==> config.mk <==
export PLATFORM = sky130hd
export DESIGN_NAME = serial_frame_receive_checker_core
export DESIGN_NICKNAME = d
export VERILOG_FILES = /design/src/sv/sfrc_pkg.sv /design/src/sv/serial_frame_receive_checker_core.sv /design/src/sv/sfrc_deframer.sv
export SDC_FILE = /design/constraint.sdc
export NUM_CORES = 1
export LEC_CHECK = 0
export ABC_CLOCK_PERIOD_IN_PS = 6400
export BUFFER_PORTS_ARGS = -buffer_cell sky130_fd_sc_hd__buf_4
export CAP_MARGIN = 10
export CORE_MARGIN = 1
export CORE_UTILIZATION = 45
export CTS_CLUSTER_DIAMETER = 80
export DETAILED_ROUTE_END_ITERATION = 6
export PLACE_DENSITY = 0.66
export SLEW_MARGIN = 20
export SYNTH_ARGS = -nofsm -noshare
export SYNTH_HDL_FRONTEND = slang
export SYNTH_SLANG_ARGS = --single-unit
==> constraint.sdc <==
create_clock -name i_clk -period 6.4 [get_ports i_clk]
set_clock_uncertainty 0.2 [all_clocks]
set_input_delay 0.32 -clock i_clk [delete_from_list [all_inputs] [get_ports i_clk]]
set_output_delay 0.32 -clock i_clk [all_outputs]
set_load 0.01 [all_outputs]
==> src/sv/sfrc_pkg.sv <==
// Shared constants, result type and the byte-wide CRC-16 update for the
// serial frame receive checker. No dependencies.
package sfrc_pkg;

    localparam int PAYLOAD_BYTES = 4;
    localparam int HDR_BYTES     = 3;
    localparam int KEPT_BYTES    = (PAYLOAD_BYTES < 4) ? PAYLOAD_BYTES : 4;
    localparam int CRC_LO_POS    = HDR_BYTES + PAYLOAD_BYTES + 1;
    localparam int IDX_W         = $clog2(CRC_LO_POS + 1);

    localparam logic [7:0]  SYNC_BYTE = 8'h55;
    localparam logic [15:0] CRC_INIT  = 16'hFFFF;
    localparam logic [15:0] CRC_POLY  = 16'h1021;
    localparam logic [7:0]  MAX_CMD   = 8'd9;
    localparam logic [7:0]  CMD_LEFT  = 8'd1;
    localparam logic [7:0]  CMD_RIGHT = 8'd2;

    typedef struct packed {
        logic        valid;
        logic [3:0]  cmd;
        logic [2:0]  len;
        logic [31:0] payload;
        logic [15:0] pair;
    } t_result;

    // CCITT-FALSE update: MSB first, no reflection.
    function automatic logic [15:0] crc_add_byte(input logic [15:0] crc,
                                                 input logic [7:0] b);
        logic [15:0] c;
        c = crc ^ {b, 8'h00};
        for (int k = 0; k < 8; k++) begin
            if (c[15]) begin
                c = {c[14:0], 1'b0} ^ CRC_POLY;
            end else begin
                c = {c[14:0], 1'b0};
            end
        end
        return c;
    endfunction

endpackage

==> src/sv/serial_frame_receive_checker_core.sv <==
// Top level of the serial frame receive checker: input register, deframer
// and result register. Depends on sfrc_pkg and sfrc_deframer.
//
//   Channel  Direction  Handshake                  Payload
//   in       request    i_in_valid / o_in_stall    i_rx_byte
//   out      result     o_out_valid / i_out_stall  o_frame_cmd, o_data_len,
//                                                  o_frame_payload, o_pair_count
//
// One byte is taken per cycle while the input is not stalled. A byte is
// registered, then the CRC update and the frame check run combinationally
// between the input register and the result register, which captures the result.
// Reset is synchronous and active low and returns the deframer to sync hunting.
// A stalled result holds the input register, which then stalls the input.
module serial_frame_receive_checker_core
    import sfrc_pkg::*;
(
    input  logic        i_clk,
    input  logic        i_rst_n,
    input  logic        i_in_valid,
    output logic        o_in_stall,
    input  logic [7:0]  i_rx_byte,
    output logic        o_out_valid,
    input  logic        i_out_stall,
    output logic [3:0]  o_frame_cmd,
    output logic [2:0]  o_data_len,
    output logic [31:0] o_frame_payload,
    output logic [15:0] o_pair_count
);

    logic       r_in_valid;
    logic [7:0] r_in_byte;
    logic       r_out_valid;
    t_result    r_out;
    t_result    res;
    logic       out_blocked;
    logic       advance;

    assign out_blocked = r_out_valid && i_out_stall;
    assign advance     = r_in_valid && !out_blocked;
    assign o_in_stall  = r_in_valid && out_blocked;

    sfrc_deframer u_deframer (
        .i_clk   (i_clk),
        .i_rst_n (i_rst_n),
        .i_en    (advance),
        .i_byte  (r_in_byte),
        .o_res   (res)
    );

    always_ff @(posedge i_clk) begin
        if (!i_rst_n) begin
            r_in_valid <= 1'b0;
        end else if (!o_in_stall) begin
            r_in_valid <= i_in_valid;
        end
    end

    always_ff @(posedge i_clk) begin
        if (!o_in_stall) begin
            r_in_byte <= i_rx_byte;
        end
    end

    always_ff @(posedge i_clk) begin
        if (!i_rst_n) begin
            r_out_valid <= 1'b0;
        end else if (res.valid) begin
            r_out_valid <= 1'b1;
        end else if (!i_out_stall) begin
            r_out_valid <= 1'b0;
        end
    end

    always_ff @(posedge i_clk) begin
        if (res.valid) begin
            r_out <= res;
        end
    end

    assign o_out_valid     = r_out_valid;
    assign o_frame_cmd     = r_out.cmd;
    assign o_data_len      = r_out.len;
    assign o_frame_payload = r_out.payload;
    assign o_pair_count    = r_out.pair;

endmodule

==> src/sv/sfrc_deframer.sv <==
// Frame state, CRC accumulation and frame check for the receive checker.
// Depends on sfrc_pkg.
module sfrc_deframer
    import sfrc_pkg::*;
(
    input  logic       i_clk,
    input  logic       i_rst_n,
    input  logic       i_en,
    input  logic [7:0] i_byte,
    output t_result    o_res
);

    logic [IDX_W-1:0] r_idx, n_idx;
    logic [15:0]      r_crc, n_crc;
    logic [7:0]       r_cmd, n_cmd;
    logic [7:0]       r_len, n_len;
    logic [7:0]       r_pay [4], n_pay [4];
    logic [7:0]       r_crc_hi, n_crc_hi;
    logic             r_left, n_left;
    logic [15:0]      r_pair, n_pair;

    logic [IDX_W-1:0] pay_k;
    logic [15:0]      crc_upd;
    logic [15:0]      got_crc;

    assign crc_upd = crc_add_byte(r_crc, i_byte);
    assign pay_k   = r_idx - IDX_W'(HDR_BYTES);
    assign got_crc = {r_crc_hi, i_byte};

    always_comb begin
        n_idx    = r_idx;
        n_crc    = r_crc;
        n_cmd    = r_cmd;
        n_len    = r_len;
        n_pay    = r_pay;
        n_crc_hi = r_crc_hi;
        n_left   = r_left;
        n_pair   = r_pair;
        o_res    = '0;

        if (r_idx == '0) begin
            if (i_byte == SYNC_BYTE) begin
                n_crc = crc_add_byte(CRC_INIT, i_byte);
                for (int j = 0; j < 4; j++) begin
                    n_pay[j] = 8'h00;
                end
                n_idx = IDX_W'(1);
            end
        end else if (r_idx == IDX_W'(1)) begin
            n_cmd = i_byte;
            n_crc = crc_upd;
            n_idx = IDX_W'(2);
        end else if (r_idx == IDX_W'(2)) begin
            n_len = i_byte;
            n_crc = crc_upd;
            n_idx = IDX_W'(3);
        end else if (r_idx < IDX_W'(HDR_BYTES + PAYLOAD_BYTES)) begin
            for (int j = 0; j < KEPT_BYTES; j++) begin
                if (r_idx == IDX_W'(HDR_BYTES + j)) begin
                    n_pay[j] = i_byte;
                end
            end
            // Only the first "length" payload bytes are covered by the CRC.
            if (8'(pay_k) < r_len) begin
                n_crc = crc_upd;
            end
            n_idx = r_idx + IDX_W'(1);
        end else if (r_idx < IDX_W'(CRC_LO_POS)) begin
            n_crc_hi = i_byte;
            n_idx    = r_idx + IDX_W'(1);
        end else begin
            n_idx = '0;
            n_crc = CRC_INIT;
            if (r_len != 8'd0 && r_len <= 8'(PAYLOAD_BYTES) && got_crc == r_crc
                    && r_cmd != 8'd0 && r_cmd <= MAX_CMD) begin
                if (r_cmd == CMD_LEFT) begin
                    n_left = 1'b1;
                end else if (r_cmd == CMD_RIGHT && r_left) begin
                    n_pair = r_pair + 16'd1;
                    n_left = 1'b0;
                end
                o_res.valid   = 1'b1;
                o_res.cmd     = r_cmd[3:0];
                o_res.len     = r_len[2:0];
                o_res.payload = {r_pay[3], r_pay[2], r_pay[1], r_pay[0]};
                o_res.pair    = n_pair;
            end
        end

        if (!i_en) begin
            o_res.valid = 1'b0;
        end
    end

    always_ff @(posedge i_clk) begin
        if (!i_rst_n) begin
            r_idx    <= '0;
            r_crc    <= CRC_INIT;
            r_cmd    <= '0;
            r_len    <= '0;
            r_crc_hi <= '0;
            r_left   <= 1'b0;
            r_pair   <= '0;
            for (int j = 0; j < 4; j++) begin
                r_pay[j] <= '0;
            end
        end else if (i_en) begin
            r_idx    <= n_idx;
            r_crc    <= n_crc;
            r_cmd    <= n_cmd;
            r_len    <= n_len;
            r_crc_hi <= n_crc_hi;
            r_left   <= n_left;
            r_pair   <= n_pair;
            r_pay    <= n_pay;
        end
    end

endmodule

======== Word level (Yosys, flattened, before mapping) ========
Index checks and enable logic that the tools add are counted.
storage, ports and cells
  register bits after elaboration ......... 158
  bits in latches ......................... 0
  bits in writable memories ............... 0
  memory bits (read-only) ................. 0
  output and inout port bits .............. 57
  logic and storage cells ................. 161
  memories kept ........................... 0
operators by class
  add/subtract/negate cells ............... 3
  $mul .................................... 0
  div/mod/pow operators ................... 0
  $lt $le $gt $ge ......................... 5
  eq/ne operators ......................... 16
  shift operators ......................... 0
  mux-type cells .......................... 65
  bitwise operators ....................... 24
  reductions and logical operators ........ 30
operators with widths
  kind                                                  number
  two-way mux 16 bit                                    23
  two-way mux 56 bit                                    6
  two-way mux 13 bit                                    16
  two-way mux 32 bit                                    5
  inverter 3 bit                                        16
  two-way mux 8 bit                                     4
  AND reduction 6 bit                                   5
  two-way mux 4 bit                                     6
  adder 16 x 1 -> 16 bit (second input constant)        1
  equality test 16 bit                                  1
  inverter 16 bit                                       1
  nonzero test 8 bit                                    2
  bitwise XOR 16 bit                                    1
  equality test 4 x 3 -> 1 bit (second input constant)  3
  nonzero test 2 bit                                    6
  equality test 4 x 2 -> 1 bit (second input constant)  2
  equality test 8 x 1 -> 1 bit (second input constant)  1
  equality test 8 x 2 -> 1 bit (second input constant)  1
  equality test 8 x 7 -> 1 bit (second input constant)  1
  <= comparator 8 x 3 -> 1 bit (second input constant)  1
  <= comparator 8 x 4 -> 1 bit (second input constant)  1
  logical AND 1 bit                                     8
  less-than comparator 4 x 8 -> 1 bit                   1
  AND reduction 4 bit                                   2
  18 further kinds                                      29

======== Depth between registers and ports, before layout ========
Gate-level depths: netlist of the first run.
  depth in word-level cells ............... 33
  depth in mapped cells ................... 10
  mapped depth without buffers ............ 8

======== Hierarchy ========
A second synthesis of the first run with hierarchy kept.
unflattened totals
  cell total of the unflattened synthesis .. 722
  area total of the unflattened synthesis .. 7433.4 µm²
modules (own cells, without submodules)
  module                             instances  cells an instance  area each (µm²)  seq. area each (µm²)
  sfrc_deframer                      1          651                5461.5           1861.8
  serial_frame_receive_checker_core  1          71                 1971.9           1931.9

======== Worst setup path before layout of the first run ========
OpenSTA, ideal clock, no wires.
  path type ............................... register -> register
  start point ............................. register u_deframer.r_cmd[4]
  end point ............................... register r_out (netlist bit o_data_len[0]), enable pin
  arrival ................................. 4.085 ns
  data required time ...................... 5.732 ns
  path slack .............................. 1.647 ns
  stages on the path, launching flop included .. 8
  buffers on the path ..................... 2
  period minus slack after synthesis ...... 4.753 ns
  cells stage by stage .................... dfxtp_1 > or4_4 > nor4_1 > nand3_1 > or2_2 > buf_2 > buf_2 > nor2_1
RTL lines
  item                      RTL line                                 source
  start: declaration        sfrc_deframer.sv:15                      logic [7:0] r_cmd, n_cmd;
  start signal: assignment  sfrc_deframer.sv:110                     r_cmd <= n_cmd;
  end signal: assignment    serial_frame_receive_checker_core.sv:76  r_out <= res;
  end: declaration          serial_frame_receive_checker_core.sv:33  t_result r_out;

==> flow_metrics.env, run 1 <==
export IMPL_cp_slowest_stage_delay_ns=0.59
export IMPL_synthArstFlopShare_pct=0
export IMPL_path_cells="or4_4 -> nor4_1 -> nand3_1 -> or2_2 -> nor2_4 -> buf_4"
export IMPL_first_pass_iters=5
export IMPL_rsz0062_at_grt="false"
export IMPL_grt_usage_pct=21.0
export IMPL_critical_path_arrival_ns=3.27
export IMPL_hold_violations=0
export IMPL_port_buffer_count=68
export IMPL_drive_gt1_share_pct=15.4
export IMPL_synth_cell_types=66
export IMPL_ys_warnings_count=0
export IMPL_syn_inst=719
export IMPL_power_density_mw_per_mm2=247
export IMPL_drc=0
export IMPL_synth_top_family_by_area="simple AND/OR/NAND/NOR gates"
export IMPL_antenna_found_initial=0
export IMPL_ios=69
export IMPL_p_comb_share_pct=2.9
export IMPL_synthMuxAreaShare_pct=7.03
export IMPL_internal_power_mw=1.73
export IMPL_wl_per_cell_um=17.6
export IMPL_n_antenna_cell=0
export IMPL_yosys_area_share_xor_xnor_pct=7.58
export IMPL_drv_cap=0
export IMPL_dpl_cell_area_mm2=0.00814
export IMPL_drt_initial_drc_count=451
export IMPL_initial_core_util_pct=46.8
export IMPL_critPathLaunch="u_deframer.r_cmd[4]$_SDFFE_PN0P_"
export IMPL_worstSetupStartpointType="flip-flop"
export IMPL_synth_fa_ha_area_share_pct=1.49
export IMPL_leakagePower_nw=3.29
export IMPL_die_w_um=132
export IMPL_synth_area_mm2=0.00755
export IMPL_cts_setup_buffers=0
export IMPL_core_mm2=0.0161
export IMPL_die_y_um=132
export IMPL_power_switching_mw=0.452
export IMPL_via_count=5516
export IMPL_layout_common_cells="dfxtp_1 (95), nor2_1 (86), buf_4 (70)"
export IMPL_timing_fmax_ghz=0.293
export IMPL_path_class="reg2reg"
export IMPL_reg2reg_from="u_deframer.r_cmd[4]$_SDFFE_PN0P_"
export IMPL_routed_wl_um=17600
export IMPL_switching_share_pct=20.7
export IMPL_synth_edf_count=63
export IMPL_grt_overflow=0
export IMPL_gp_congestion=0.920
export IMPL_die_area_mm2=0.0173
export IMPL_cts_tree="done"
export IMPL_grt_pass1_wl_um=28500
export IMPL_slew_viol_final=0
export IMPL_final_common_cell="dfxtp_1"
export IMPL_ys_seq_elements=158
export IMPL_worstHoldStart="i_out_stall"
export IMPL_hpwlAfterDp_um=12000
export IMPL_rows=46
export IMPL_outcome="finished clean"
export IMPL_final_cell_area_mm2=0.00885
export IMPL_cts_clk_slew_worst_paths_ns=0.07
export IMPL_clk_latency_ns=0.43
export IMPL_required_ns=6.25
export IMPL_multi_input_area_mm2=0.00351
export IMPL_min_period_over_period_pct=53.3
export IMPL_path_max_fanout=44
export IMPL_cts_buffers=17
export IMPL_fin_crit_ns=3.41
export IMPL_synthSimpleGateAreaFrac_pct=18.4
export IMPL_max_slew_margin_rel_pct=29.6
export IMPL_setup_tns_final_ns=0
export IMPL_grt_pass1_vias=5413
export IMPL_yosysSeqAreaShare_pct=50.3
export IMPL_critical_path_slowest_cell="or4_4"
export IMPL_min_path_type="in2reg"
export IMPL_ant_nets=0
export IMPL_clock_power_share_pct=48.9
export IMPL_cts_buffer_depth=2
export IMPL_sequentialPowerShare_pct=48.2
export IMPL_peakVddDrop_mv=0.190
export IMPL_root_buffer="clkbuf_16"
export IMPL_endpoint_kind="flip-flop"
export IMPL_regArea_mm2=0.00379
export IMPL_syn2layout_area_growth_pct=17.2
export IMPL_num_fill_cells=1433
export IMPL_grt_max_degree=63
export IMPL_synth_nets=740
export IMPL_clock_sinks=158
export IMPL_avgSynthCellArea_um2=10.5
export IMPL_ys_flop_type="dfxtp_1"
export IMPL_cts_htree_levels=4
export IMPL_final_core_util_pct=54.9
export IMPL_synth_compound_area_share_pct=11.8
export IMPL_finalSetupViolCount=0
export IMPL_via_per_inst=5.52
export IMPL_worst_slew_pin_slew_ns=1.05
export IMPL_nets=792
==> critical path, delay by kind of cell (launching register included) <==
kind / cells / cell delay [ns]
buffers and inverters: 1 / 0.55
flip-flops: 1 / 0.31
AND/OR/NAND/NOR: 5 / 1.96
==> registers in the layout, summed over array words and instances, names as in the netlist, 3 cells and up <==
register / flops
o_data_len: 3
o_frame_cmd: 4
o_frame_payload: 32
o_pair_count: 16
r_in_byte: 8
u_deframer.r_cmd: 8
u_deframer.r_crc: 16
u_deframer.r_crc_hi: 8
u_deframer.r_idx: 4
u_deframer.r_len: 8
u_deframer.r_pair: 16
u_deframer.r_pay: 32
==> power by group through the flow <==
| stage | logic (mW) | registers [mW] | clock network (mW) |
|---|---|---|---|
| 6_report | 0.0640 | 1.05 | 1.07 |
| 5_1_grt | 0.0703 | 1.05 | 1.13 |
| 4_1_cts | 0.0635 | 1.05 | 1.08 |
| 3_5_place_dp | 0.0589 | 1.07 | 0 |
| 3_3_place_gp | 0.0587 | 1.07 | 0 |
| 2_1_floorplan | 0.0509 | 1.06 | 0 |
==> synthesized netlist by cell type, types with 4 or more instances <==
| cell | count | area share [%] |
|---|---|---|
| dfxtp_1 | 95 | 25 |
| nor2_1 | 87 | 4.3 |
| edfxtp_1 | 63 | 25 |
| mux2i_1 | 53 | 7.0 |
| and2_1 | 49 | 4.1 |
| nand2_1 | 40 | 2.0 |
| o21ai_0 | 32 | 2.1 |
| xor2_1 | 32 | 3.7 |
| clkbuf_1 | 27 | 1.3 |
| a21oi_1 | 25 | 1.7 |
| xnor2_1 | 21 | 2.4 |
| nand2b_1 | 17 | 1.4 |
| buf_2 | 14 | 0.93 |
| o41ai_1 | 12 | 1.4 |
| nor4_1 | 11 | 0.91 |
| o311ai_1 | 11 | 1.3 |
| inv_1 | 10 | 0.50 |
| nor3_1 | 10 | 0.66 |
| ha_1 | 9 | 1.5 |
| o311ai_0 | 8 | 0.93 |
| nand4_1 | 7 | 0.58 |
| o211ai_1 | 7 | 0.70 |
| o21a_1 | 5 | 0.50 |
| nand3_1 | 4 | 0.27 |
| nor2b_1 | 4 | 0.33 |
==> final timing paths <==
check	slack (ns)	to	cells past startpoint
min reg2reg	0.29	u_deframer.r_pay[25]$_SDFFE_PN0P_	2
max	2.99	o_pair_count[2]$_SDFFCE_PP0P_	6
min	0.08	o_out_valid$_SDFFE_PN0P_	3
max reg2reg	2.99	o_pair_count[2]$_SDFFCE_PP0P_	6
==> stage by stage <==
step | power (mW) | hold WS [ns] | setup slack, ns | std cells
after global placement | 1.13 | 0.266 | 3.03 | 959
final | 2.18 | 0.0760 | 2.99 | 1000
after detailed placement | 1.13 | 0.269 | 2.93 | 959
after floorplan | 1.12 | 0.219 | 1.65 | 719
after CTS | 2.20 | 0.0691 | 2.94 | 1000
after global routing | 2.25 | 0.0870 | 2.76 | 1000
==> area by class of cell <==
cell class | count | area share (%)
Sequential cell | 158 | 42.9
Multi-Input combinational cell | 504 | 39.6
Timing Repair Buffer | 79 | 6.96
Clock buffer | 20 | 4.93
Tap cell | 216 | 3.05
Clock inverter | 12 | 2.08
Inverter | 11 | 0.481
==> kinds of logic after synthesis <==
kind of cell | Yosys count
AO/OA/AOI/OAI | 125
XOR/XNOR | 58
multiplexers | 53
flip-flops | 158
adder cells (fa/ha/maj) | 9
AND/OR/NAND/NOR | 259
buffers and inverters | 57
==> per-layer routing <==
metal  up-vias  share of wire, %  GRT usage, %
li1       2671                 -             -
met1      2645                46          27.4
met2       172                47          34.2
met3        28               4.0          3.51
met4         0               2.5          9.17
met5         -                 0             0
==> repair_timing <==
action                    4_1_cts  5_1_grt
hold endpoints to repair        9        0
hold buffers                    9        0
resized for setup               0        0
Power figures use the tool's default switching activity.
==> inputs of run 2 (changes only) <==
- ABC_CLOCK_PERIOD_IN_PS: 6400 -> 3500
- clock period: 6.4 -> 3.5 ns (I/O delays scaled with it)
==> flow_metrics.env, run 2 (synthesis gave the netlist of run 1 again) <==
export IMPL_outcome="finished clean"
export IMPL_critical_path_arrival_ns=3.12
export IMPL_drt_initial_drc_count=433
export IMPL_wl_per_cell_um=17.3
export IMPL_cts_tree="done"
export IMPL_clk_latency_ns=0.43
export IMPL_cts_clk_slew_worst_paths_ns=0.07
export IMPL_clock_sinks=158
export IMPL_worst_slack_ns=0.494
export IMPL_path_max_fanout=18
export IMPL_routed_wl_um=17700
export IMPL_cts_htree_levels=4
export IMPL_timing_rr_end="u_deframer.r_crc[14]$_SDFFE_PN1P_"
export IMPL_n_antenna_cell=0
export IMPL_hold_path_depth=2
export IMPL_via_per_inst=5.52
export IMPL_grt_pass1_wl_um=28500
export IMPL_root_buffer="clkbuf_16"
export IMPL_post_cts_resized=0
export IMPL_worstHoldStart="i_rx_byte[6]"
export IMPL_worstSetupStartpointType="flip-flop"
export IMPL_num_fill_cells=1435
export IMPL_hold_end="r_in_byte[6]$_DFFE_PN_"
export IMPL_drc=0
export IMPL_min_path_type="in2reg"
export IMPL_gp_congestion=0.923
export IMPL_grt_usage_pct=20.9
export IMPL_rsz0062_at_grt="false"
export IMPL_die_area_mm2=0.0173
export IMPL_path_class="reg2reg"
export IMPL_die_y_um=132
export IMPL_layout_common_cells="dfxtp_1 (95), buf_4 (89), nor2_1 (86)"
export IMPL_port_buffer_count=68
export IMPL_hpwlAfterDp_um=11900
export IMPL_setup_tns_final_ns=0
export IMPL_timing_fmax_ghz=0.333
export IMPL_min_period_over_period_pct=85.9
export IMPL_max_slew_margin_rel_pct=30.2
export IMPL_endpoint_kind="flip-flop"
export IMPL_power_density_mw_per_mm2=437
export IMPL_via_count=5644
export IMPL_ios=69
export IMPL_multi_input_area_mm2=0.00351
export IMPL_peakVddDrop_mv=0.391
export IMPL_finalSetupViolCount=0
export IMPL_core_mm2=0.0161
export IMPL_grt_overflow=0
export IMPL_leakagePower_nw=3.38
export IMPL_regArea_mm2=0.00379
export IMPL_fin_crit_ns=3.01
export IMPL_required_ns=3.61
export IMPL_hold_violations=0
export IMPL_nets=814
export IMPL_path_cells="inv_1 -> ha_1 -> or3b_1 -> buf_4 -> a21oi_1 -> nand2b_1 -> a211oi_1 -> a211o_1"
export IMPL_cp_slowest_stage_delay_ns=0.58
export IMPL_grt_max_degree=63
export IMPL_first_pass_iters=5
export IMPL_die_w_um=132
export IMPL_slew_viol_final=0
export IMPL_initial_core_util_pct=46.8
export IMPL_dp_slack_ns=0.573
export IMPL_ant_nets=0
export IMPL_antenna_found_initial=0
export IMPL_grt_pass1_vias=5391
export IMPL_syn2layout_area_growth_pct=19.4
export IMPL_final_common_cell="dfxtp_1"
export IMPL_cts_buffer_depth=2
export IMPL_reg2reg_slack_ns=0.49
export IMPL_drv_cap=0
export IMPL_critical_path_slowest_cell="nand2b_1"
export IMPL_drive_gt1_share_pct=18.0
export IMPL_worst_slew_pin_slew_ns=1.05
export IMPL_cts_buffers=17
export IMPL_rows=46
export IMPL_reg2reg_depth=8
export IMPL_reg2reg_from="u_deframer.r_idx[0]$_SDFFE_PN0P_"
run 2: changes by cell type in the layout (fill, tap and decap cells not counted), moves of 2 or more:
cell	delta
buf_4	+19
bufinv_16	-2
clkbuf_1	-3
clkinvlp_4	+3
dlygate4sd3_1	+2
inv_6	+3
run 2: area by class of cell:
type / count / share of cell area [%]
clock buffer: 17 / 4.72
clock inverter: 15 / 1.96
inverter: 11 / 0.458
multi-input combinational: 504 / 38.9
sequential: 158 / 42.1
tap: 216 / 3.00
timing repair buffer: 101 / 8.86
run 2: critical path, delay by kind of cell (launching register included):
family          cells  cell delay [ns]
compound gates      3             0.59
flops               1             0.36
fa+ha+maj           1             0.29
simple gates        2             1.10
buf+inv             2             0.36
run 2: worst max path at each step:
stage                                                 from                           endpoint  cells past startpoint
after floorplan           u_deframer.r_cmd[4]$_SDFFE_PN0P_        o_data_len[0]$_SDFFCE_PP0P_                      7
final                     u_deframer.r_idx[0]$_SDFFE_PN0P_  u_deframer.r_crc[14]$_SDFFE_PN1P_                      8
after global placement    u_deframer.r_idx[0]$_SDFFE_PN0P_  u_deframer.r_crc[14]$_SDFFE_PN1P_                      8
after CTS                 u_deframer.r_idx[0]$_SDFFE_PN0P_  u_deframer.r_crc[14]$_SDFFE_PN1P_                      8
after detailed placement  u_deframer.r_idx[0]$_SDFFE_PN0P_  u_deframer.r_crc[14]$_SDFFE_PN1P_                      8
after global routing      u_deframer.r_idx[0]$_SDFFE_PN0P_  u_deframer.r_crc[14]$_SDFFE_PN1P_                      8
run 2: power breakdown:
group / internal, mW / switching [mW]
registers: 1.90 / 0.00665
clock network: 1.07 / 0.810
logic: 0.0616 / 0.0835
total: 3.04 / 0.900
run 2: timing repair:
action                    4_1_cts  5_1_grt
hold endpoints to repair       13        0
hold buffers                   11        0
setup buffers                   0        0
run 2: through the flow:
stage / hold WS (ns) / total power, mW / cell area (µm²) / cells / util (%)
final: 0.258 / 3.94 / 9010 / 1022 / 55.9
after floorplan: 0.0739 / 2.04 / 7550 / 719 / -
after CTS: 0.247 / 3.96 / 9010 / 1022 / 55.9
after detailed placement: 0.154 / 2.08 / 8300 / 979 / 51.5
after global placement: 0.153 / 2.08 / 8300 / 979 / 51.5
after global routing: 0.262 / 4.05 / 9010 / 1022 / 55.9
run 2: metal layers:
layer / up-vias / wire length [µm] / GRT usage [%]
met2: 156 / 8440 / 34.4
met4: 0 / 410 / 8.53
met5: - / 0 / 0
met3: 31 / 613 / 3.24
li1: 2731 / - / -
met1: 2726 / 8230 / 27.4
==> inputs of run 3 (changes only) <==
- CELL_PAD_IN_SITES_DETAIL_PLACEMENT: default -> 0
- CELL_PAD_IN_SITES_GLOBAL_PLACEMENT: default -> 1
- PLACE_DENSITY: 0.66 -> 0.8
==> flow_metrics.env, run 3 (synthesis gave the netlist of run 1 again) <==
export IMPL_num_fill_cells=1408
export IMPL_critical_path_arrival_ns=3.15
export IMPL_clock_sinks=158
export IMPL_grt_usage_pct=20.6
export IMPL_cts_htree_levels=4
export IMPL_syn2layout_area_growth_pct=19.2
export IMPL_power_density_mw_per_mm2=431
export IMPL_critical_path_cell_count=8
export IMPL_slew_viol_final=0
export IMPL_max_slew_margin_rel_pct=52.3
export IMPL_cts_setup_buffers=0
export IMPL_reg2reg_depth=8
export IMPL_rows=46
export IMPL_hpwlAfterDp_um=12100
export IMPL_dpl_cell_area_mm2=0.00830
export IMPL_required_ns=3.60
export IMPL_routed_wl_um=17400
export IMPL_port_buffer_count=68
export IMPL_reg2reg_slack_ns=0.46
export IMPL_die_y_um=132
export IMPL_cts_tree="done"
export IMPL_fin_crit_ns=3.04
export IMPL_leakagePower_nw=3.37
export IMPL_core_mm2=0.0161
export IMPL_initial_core_util_pct=46.8
export IMPL_drive_gt1_share_pct=17.1
export IMPL_layout_common_cells="dfxtp_1 (95), buf_4 (89), nor2_1 (86)"
export IMPL_endpoint_kind="flip-flop"
export IMPL_nets=814
export IMPL_grt_max_degree=56
export IMPL_timing_fmax_ghz=0.328
export IMPL_outcome="finished clean"
export IMPL_drv_cap=0
export IMPL_ios=69
export IMPL_path_cells="inv_1 -> ha_1 -> ha_1 -> a2111oi_1 -> buf_4 -> o41a_1 -> nand2_1 -> o311ai_0"
export IMPL_cts_clk_slew_worst_paths_ns=0.06
export IMPL_finalPower_mw=3.88
export IMPL_die_area_mm2=0.0173
export IMPL_hold_path_depth=2
export IMPL_grt_pass1_vias=5418
export IMPL_first_pass_iters=5
export IMPL_reg2reg_from="u_deframer.r_idx[0]$_SDFFE_PN0P_"
export IMPL_setup_worst_path_end="u_deframer.r_crc[1]$_SDFFE_PN1P_"
export IMPL_cts_buffer_depth=2
export IMPL_grt_overflow=0
export IMPL_final_cell_area_mm2=0.00899
export IMPL_worst_slew_pin_slew_ns=0.714
export IMPL_antenna_found_initial=1
export IMPL_setup_tns_final_ns=0
export IMPL_cp_slowest_stage_delay_ns=0.44
export IMPL_final_common_cell="dfxtp_1"
export IMPL_final_core_util_pct=55.8
export IMPL_path_class="reg2reg"
export IMPL_finalSetupViolCount=0
export IMPL_path_max_fanout=14
export IMPL_hold_ws_ns=0.262
export IMPL_via_count=5626
export IMPL_clk_latency_ns=0.43
export IMPL_die_w_um=132
export IMPL_drt_initial_drc_count=451
export IMPL_timing_rr_end="u_deframer.r_crc[1]$_SDFFE_PN1P_"
export IMPL_critPathLaunch="u_deframer.r_idx[0]$_SDFFE_PN0P_"
export IMPL_root_buffer="clkbuf_16"
export IMPL_critical_path_slowest_cell="o311ai_0"
export IMPL_peakVddDrop_mv=0.333
export IMPL_gp_congestion=0.933
export IMPL_cp_num_buf_inv=2
export IMPL_cp_top_family="compound AO/OA/AOI/OAI gates"
export IMPL_rsz0062_at_grt="false"
export IMPL_drc=0
export IMPL_min_period_over_period_pct=87.0
export IMPL_worstSetupStartpointType="flip-flop"
export IMPL_crit_path_frequent_cell="ha_1"
export IMPL_grt_pass1_wl_um=27800
export IMPL_cts_buffers=17
export IMPL_via_per_inst=5.50
export IMPL_ant_nets=0
export IMPL_min_path_type="in2reg"
export IMPL_wl_per_cell_um=17.0
export IMPL_hold_violations=0
==> run 3: through the flow <==
stage	cells	setup slack, ns
3_5_place_dp	979	0.490
6_report	1023	0.455
5_1_grt	1022	0.307
4_1_cts	1022	0.438
2_1_floorplan	719	0.291
3_3_place_gp	979	0.671
==> run 3: how the worst min path moves through the flow <==
stage	from	end	slack, ns
final	i_rx_byte[7]	r_in_byte[7]$_DFFE_PN_	0.26
after global placement	i_rx_byte[1]	r_in_byte[1]$_DFFE_PN_	0.15
after CTS	i_rx_byte[7]	r_in_byte[7]$_DFFE_PN_	0.25
after floorplan	i_rx_byte[0]	r_in_byte[0]$_DFFE_PN_	0.07
after global routing	i_rx_byte[4]	r_in_byte[4]$_DFFE_PN_	0.26
after detailed placement	i_rx_byte[4]	r_in_byte[4]$_DFFE_PN_	0.15
==> run 3: where the power goes <==
group          internal, mW  switching [mW]
registers              1.91         0.00548
logic                0.0624          0.0810
clock network          1.12           0.708
total                  3.08           0.794
==> run 3: layout make-up <==
cell class              count  area, µm²  area share (%)
clock buffers              21        440            4.90
inverters                  11       41.3           0.459
repair buffers            101        798            8.87
multi-input cells         504       3510            39.0
clock inverters            11        143            1.59
flip-flops and latches    158       3790            42.2
well taps                 216        270            3.00
diodes                      1       2.50          0.0278
==> run 3: per-layer routing <==
layer	GRT usage, %	vias to the layer above	routed length, µm
met5	0	-	0
met3	4.13	27	973
met1	26.8	2687	7990
met4	9.04	0	357
met2	33.0	189	8070
li1	-	2723	-
==> run 3: repair_timing <==
action,CTS,global route
hold buffers,11,0
endpoints found under the hold margin,13,0
resized for setup,0,0
endpoints found under the setup margin,0,0
